### src/rtl/cau_div.sv
// Pipelined restoring divider, one quotient bit per stage.
`default_nettype none
module cau_div #(
    parameter int NW = 34,
    parameter int DW = 33,
    parameter int QW = 24
) (
    input  wire logic          clk,
    input  wire logic          rst_n,
    input  wire logic          in_valid,
    input  wire logic [NW-1:0] num,
    input  wire logic [DW-1:0] den,
    output logic [QW-1:0]      quo
);
    // quotient = num / den, QW bits; caller checks num[NW-1:QW] < den
    logic [DW:0]   rem_reg  [QW+1];
    logic [NW-1:0] num_reg  [QW+1];
    logic [DW-1:0] den_reg  [QW+1];
    logic [QW-1:0] q_reg    [QW+1];
    logic [QW:0]   v_reg;

    always_comb
    begin
        // seed the remainder with the bits above the quotient window
        rem_reg[0] = (DW+1)'(num[NW-1:QW]);
        num_reg[0] = num;
        den_reg[0] = den;
        q_reg[0]   = '0;
        v_reg[0]   = in_valid;
    end

    for (genvar s = 0; s < QW; s++) begin : g_stage
        logic [DW+1:0] trial;
        always_comb
        begin
            trial = {rem_reg[s], num_reg[s][QW-1-s]} - {2'b00, den_reg[s]};
        end
        always_ff @(posedge clk or negedge rst_n)
        begin
            if (!rst_n)
                v_reg[s+1] <= 1'b0;
            else
                v_reg[s+1] <= v_reg[s];
        end
        always_ff @(posedge clk)
        begin
            if (v_reg[s])
            begin
                num_reg[s+1] <= num_reg[s];
                den_reg[s+1] <= den_reg[s];
                if (!trial[DW+1])
                begin
                    rem_reg[s+1] <= trial[DW:0];
                    q_reg[s+1]   <= {q_reg[s][QW-2:0], 1'b1};
                end
                else
                begin
                    rem_reg[s+1] <= {rem_reg[s][DW-1:0], num_reg[s][QW-1-s]};
                    q_reg[s+1]   <= {q_reg[s][QW-2:0], 1'b0};
                end
            end
        end
    end

    assign quo = q_reg[QW];
endmodule
`default_nettype wire

### config.mk
export PLATFORM = sky130hd
export DESIGN_NAME = cau_div
export DESIGN_NICKNAME = d
export VERILOG_FILES = /design/src/rtl/cau_div.sv
export SDC_FILE = /design/constraint.sdc
export NUM_CORES = 2
export LEC_CHECK = 0
export BUFFER_PORTS_ARGS = -buffer_cell sky130_fd_sc_hd__buf_2
export CAP_MARGIN = 25
export CORE_ASPECT_RATIO = 0.9
export CORE_MARGIN = 4
export CORE_UTILIZATION = 65
export DETAILED_ROUTE_END_ITERATION = 12
export GPL_ROUTABILITY_DRIVEN = 0
export PLACE_DENSITY = 0.91
export SLEW_MARGIN = 0
export SYNTH_ARGS = -nofsm -noshare
export SYNTH_HDL_FRONTEND = slang
export SYNTH_SLANG_ARGS = --single-unit
export TNS_END_PERCENT = 20
### constraint.sdc
create_clock -name clk -period 7.21 [get_ports clk]
set_clock_uncertainty 0.2 [all_clocks]
set_input_delay 0 -clock clk [delete_from_list [all_inputs] [get_ports clk]]
set_output_delay 0 -clock clk [all_outputs]
set_load 0.02 [all_outputs]
* Word-level counts from Yosys, hierarchy flattened
Index checks and enable logic that the tools add are counted.
Storage, ports and cells: flip-flop bits (word level) 2140, output and inout bits 24, word-level logic and storage cells 188
Cells by class: $add $sub $neg 24, mux-type cells 47
Operators with widths (count):
- $sub 35x33->35 | 23
- $mux 34 | 22
- $sub 11x33->34 | 1
- $mux 1 | 24
- $mux 11 | 1

* Longest topological paths before layout
depth in word-level cells 2, depth in mapped cells 15, gate-level depth less buffers 14

* Least setup slack after synthesis
OpenSTA, ideal clock, no wires.
kind register to register, start point register den_reg[495] (netlist name), end point register rem_reg[495] (netlist name), data pin, library setup time 0.260 ns, arrival time 3.376 ns, data required time 6.750 ns, setup slack 3.375 ns, cell stages (with the launch flop) 14, period minus slack after synthesis 3.835 ns, cell sequence edfxtp_1 ha_1 fa_1 nand2b_1 a211oi_1 o21bai_1 a31oi_1 a311oi_2 o31a_1 a21oi_1 o221a_2 buf_2 buf_4 mux2_2
Between the ends: longest elaborated chain between the ends 2
Ends and longest elaborated chain:
- start: declaration | line 18 | logic [DW-1:0] den_reg [QW+1];
- start signal: indexed assignment | line 50 | den_reg[s+1] <= den_reg[s];
- $sub 35x33->35 | line 36 | trial = {rem_reg[s], num_reg[s][QW-1-s]} - {2'b00, den_reg[s]};
- $mux 34 | line 51 | if (!trial[DW+1])
- end signal: indexed assignment | line 53 | rem_reg[s+1] <= trial[DW:0];
- end signal: indexed assignment | line 58 | rem_reg[s+1] <= {rem_reg[s][DW-1:0], num_reg[s][QW-1-s]};
- end: declaration | line 16 | logic [DW:0] rem_reg [QW+1];
No other way between the ends. A chain may end at the register's enable or synchronous reset.

* Worst setup path in the final report
start point input port num[23], end point register rem_reg[783] (netlist name), data pin
Between the ends: longest elaborated chain between the ends 2
Ends and longest elaborated chain:
- start: declaration | line 11 | input wire logic [NW-1:0] num,
- $sub 11x33->34 | line 36
- $mux 11 | line 51
No other way between the ends.

==> flow_summary_export.csv <==
group,metric,value,unit
clock_network,h-tree-depth,4,
die,io_pins,94,
layout,areaGrowthSynthToFinish,10.1,%
clock_network,cts_setup_buffers,0,
drt,finalWirelength,254000,microns
global_routing,grt_pass1_vias,79300,
layout,layout-drive-gt1-share,9.98,%
placement,portBuffers,93,
drt,routedLengthMet1,87000,microns
drt,highest_layer,"met5",
pwr,switchingPower,20.7,mW
layout,layout_common_cells,"edfxtp_1, inv_1, ha_1",
worst_setup_path,worstSetupEndpointType,"register",
sta,setup-tns-final,0,ps
worst_hold_path,hold_path_startpoint,"den[12]",
yosys,yosys_warnings,0,
placement,dp.cells,11500,
drt,vias,77300,
sta,max_freq,0.189,GHz
yosys,synth-edff-count,2117,
yosys,synth.avg_cell_area,12.2,sq um
global_routing,grt_max_degree,80,
clock_network,cts_buffers,203,
layout,largest_reg_flops,782,
sta,finalSetupViolCount,0,
drt,drt-pass1-iter-count,10,
drt,ant_nets,0,
clock_network,clockRootBuffer,"clkbuf_16",
global_routing,grt.overflow.total,0,
clock_network,cts_tree,"yes",
sta,slew_headroom,29.4,%
drt,via_per_inst,6.42,
pwr,p_comb_share,45.2,%
yosys,synth_area,113000,sq um
clock_network,cts_resized,0,
worst_setup_path,startpoint_type,"input port",
yosys,yosysSeqAreaShare,56.6,%
yosys,synth-main-ff-cell,"edfxtp_1",
job,maxCapViolCount,0,
sta,worst_pin_slew,1050,ps
worst_setup_path,crit_required,7740,ps
worst_setup_path,path_class,"in -> reg",
layout,multiInputGateArea,44800,sq um
layout,final_util,71.9,%
drt,dr_wl_met2,132000,microns
worst_setup_path,r2r-start,"den_reg[726]",
clock_network,clockBufferDepth,3,
drt,drc,0,
worst_hold_path,hold_path_class,"in -> reg",
pwr,power,56.0,mW
pwr,p_int,35.3,mW
sta,fin_crit_sh,73.4,%
status,status,"finished, final reports clean",
sta,final.min_clock_period,5300,ps
pwr,pwr-share-seq,35.4,%
sta,hold_viol_final,0,
clock_network,cts.sinks,2140,
layout,layout_commonest_cell,"edfxtp_1",
yosys,yosysUniqueCellTypes,100,
layout,n_fill_cell,9795,
placement,dpl.hpwl,170000,microns
pwr,irDropWorstVdd,0.000352,V
pwr,power_density,449,nW/um^2
drt,drt-initial-drc-count,7409,
sta,maxSlewViolCount,0,
global_routing,grt_pass1_wl,407000,microns
global_routing,antenna_found_initial,9,
pwr,netSwitchingFraction,37.0,%
clock_network,cts.reportedPaths.clkPinSlew,60,ps
drt,route.detailed.wl_per_inst,21.1,microns
layout,ff_latch_area,64200,sq um
die,core,173000,sq um
clock_network,clock_latency,860,ps
sta,grt_setup_unrepaired,"no",
die,fp.dieH,404,microns
sta,hold_ws,99.0,ps
worst_setup_path,startpoint,"num[23]",
drt,wl_met3,16600,microns
clock_network,ctsHoldBuffers,154,
die,die_area,181000,sq um
layout,nNetsFinal,10400,
pwr,pwr-share-clk,19.4,%
die,start_util,65.3,%
layout,fin_cells,12000,
die,num_rows,145,
worst_setup_path,cp_max_fo,10,
yosys,synth-seq-cells,2140,
global_routing,track_usage,27.7,%
yosys,netlist_instances,9285,
worst_setup_path,worst_ep_arrival_time,5820,ps
pwr,p_leak,50.7,nW
yosys,async_flop_share,1.07,%
die,die_w,448,microns
final cells by class:
cell class              instances  area share [%]
flip-flops and latches       2140            51.5
clock inverters               126            1.11
repair buffers                296            1.99
diodes                          2         0.00401
multi-input cells            6003            35.9
well taps                    2278            2.29
clock buffers                 254            4.33
inverters                     942            2.84
power by group through the flow:
stage	combinational [mW]	sequential (mW)	clock [mW]
floorplan	19.3	19.3	0
global placement	22.4	19.8	0
detailed placement	24.0	19.9	0
CTS	24.7	19.7	10.9
global route	27.5	20.0	11.5
finish	25.3	19.8	10.9
Yosys cell counts (25+ instances only):
cell type / n / area (sq um)
nor2b_1: 104 / 651
mux2_2: 387 / 4360
a211oi_1: 95 / 713
o21a_1: 87 / 653
a21o_1: 337 / 2530
mux2_1: 35 / 394
or2_2: 28 / 175
mux2i_1: 36 / 360
inv_1: 940 / 3530
nor3_1: 103 / 515
a21oi_1: 665 / 3330
nand4_1: 80 / 500
buf_4: 43 / 323
o21bai_1: 87 / 653
o21ai_0: 543 / 2720
and2_1: 41 / 257
a21boi_0: 25 / 188
nand2b_1: 112 / 701
nor2_1: 357 / 1340
ha_1: 769 / 9620
xor2_1: 276 / 2420
o211ai_1: 54 / 405
mux2_4: 27 / 405
nand2_1: 579 / 2170
xnor2_1: 392 / 3430
nand3_1: 149 / 746
clkbuf_1: 104 / 390
a31oi_1: 80 / 500
edfxtp_1: 2117 / 63600
buf_2: 52 / 260
o31ai_1: 58 / 435
and3_1: 72 / 450
worst paths after layout:
check / endpoint / slack (ps) / cells past startpoint
setup reg to reg: rem_reg[737] / 1910 / 13
min in group asynchronous: v_reg[16] / 540 / 5
hold / removal: rem_reg[802] / 100 / 5
setup / recovery: rem_reg[783] / 1910 / 17
hold reg to reg: num_reg[275] / 190 / 0
max in group asynchronous: v_reg[8] / 6060 / 5
per-stage QoR:
step           instance area [sq um]  setup slack, ps
2_1_floorplan                 113000             3370
3_3_place_gp                  116000             2340
3_5_place_dp                  116000             2160
4_1_cts                       125000             2020
5_1_grt                       125000             1770
6_report                      125000             1910
cell families after synthesis:
group           count (synthesis)  share of synthesized area (%)
compound gates               2314                           13.0
xor+xnor                      673                           5.27
fa+ha+maj                     792                           8.90
buf+inv                      1153                           4.07
flops                        2140                           56.6
mux                           485                           4.87
other cells                     1                        0.00331
simple gates                 1727                           7.31
critical path, cell delays in order:
cell and delay [ps]:
dlygate4sd3_1 550, buf_2 130, dlygate4sd3_1 590, inv_1 90, ha_1 200, nor2b_1 80
o21ai_0 270, a21boi_0 270, o21ai_0 480, a21boi_0 240, o21ai_0 360, a21oi_1 210
o311ai_2 830, nand2_1 200, dlygate4sd3_1 610, o21ai_0 110, dlygate4sd3_1 590
routing by layer:
layer  GRT usage, %  vias to the layer above
met5              0                        -
met4           17.2                       12
met3           4.79                     1363
met2           51.1                     4272
met1           29.3                    36800
li1               -                    34900
Note: power is estimated with default switching activity, not from simulation.
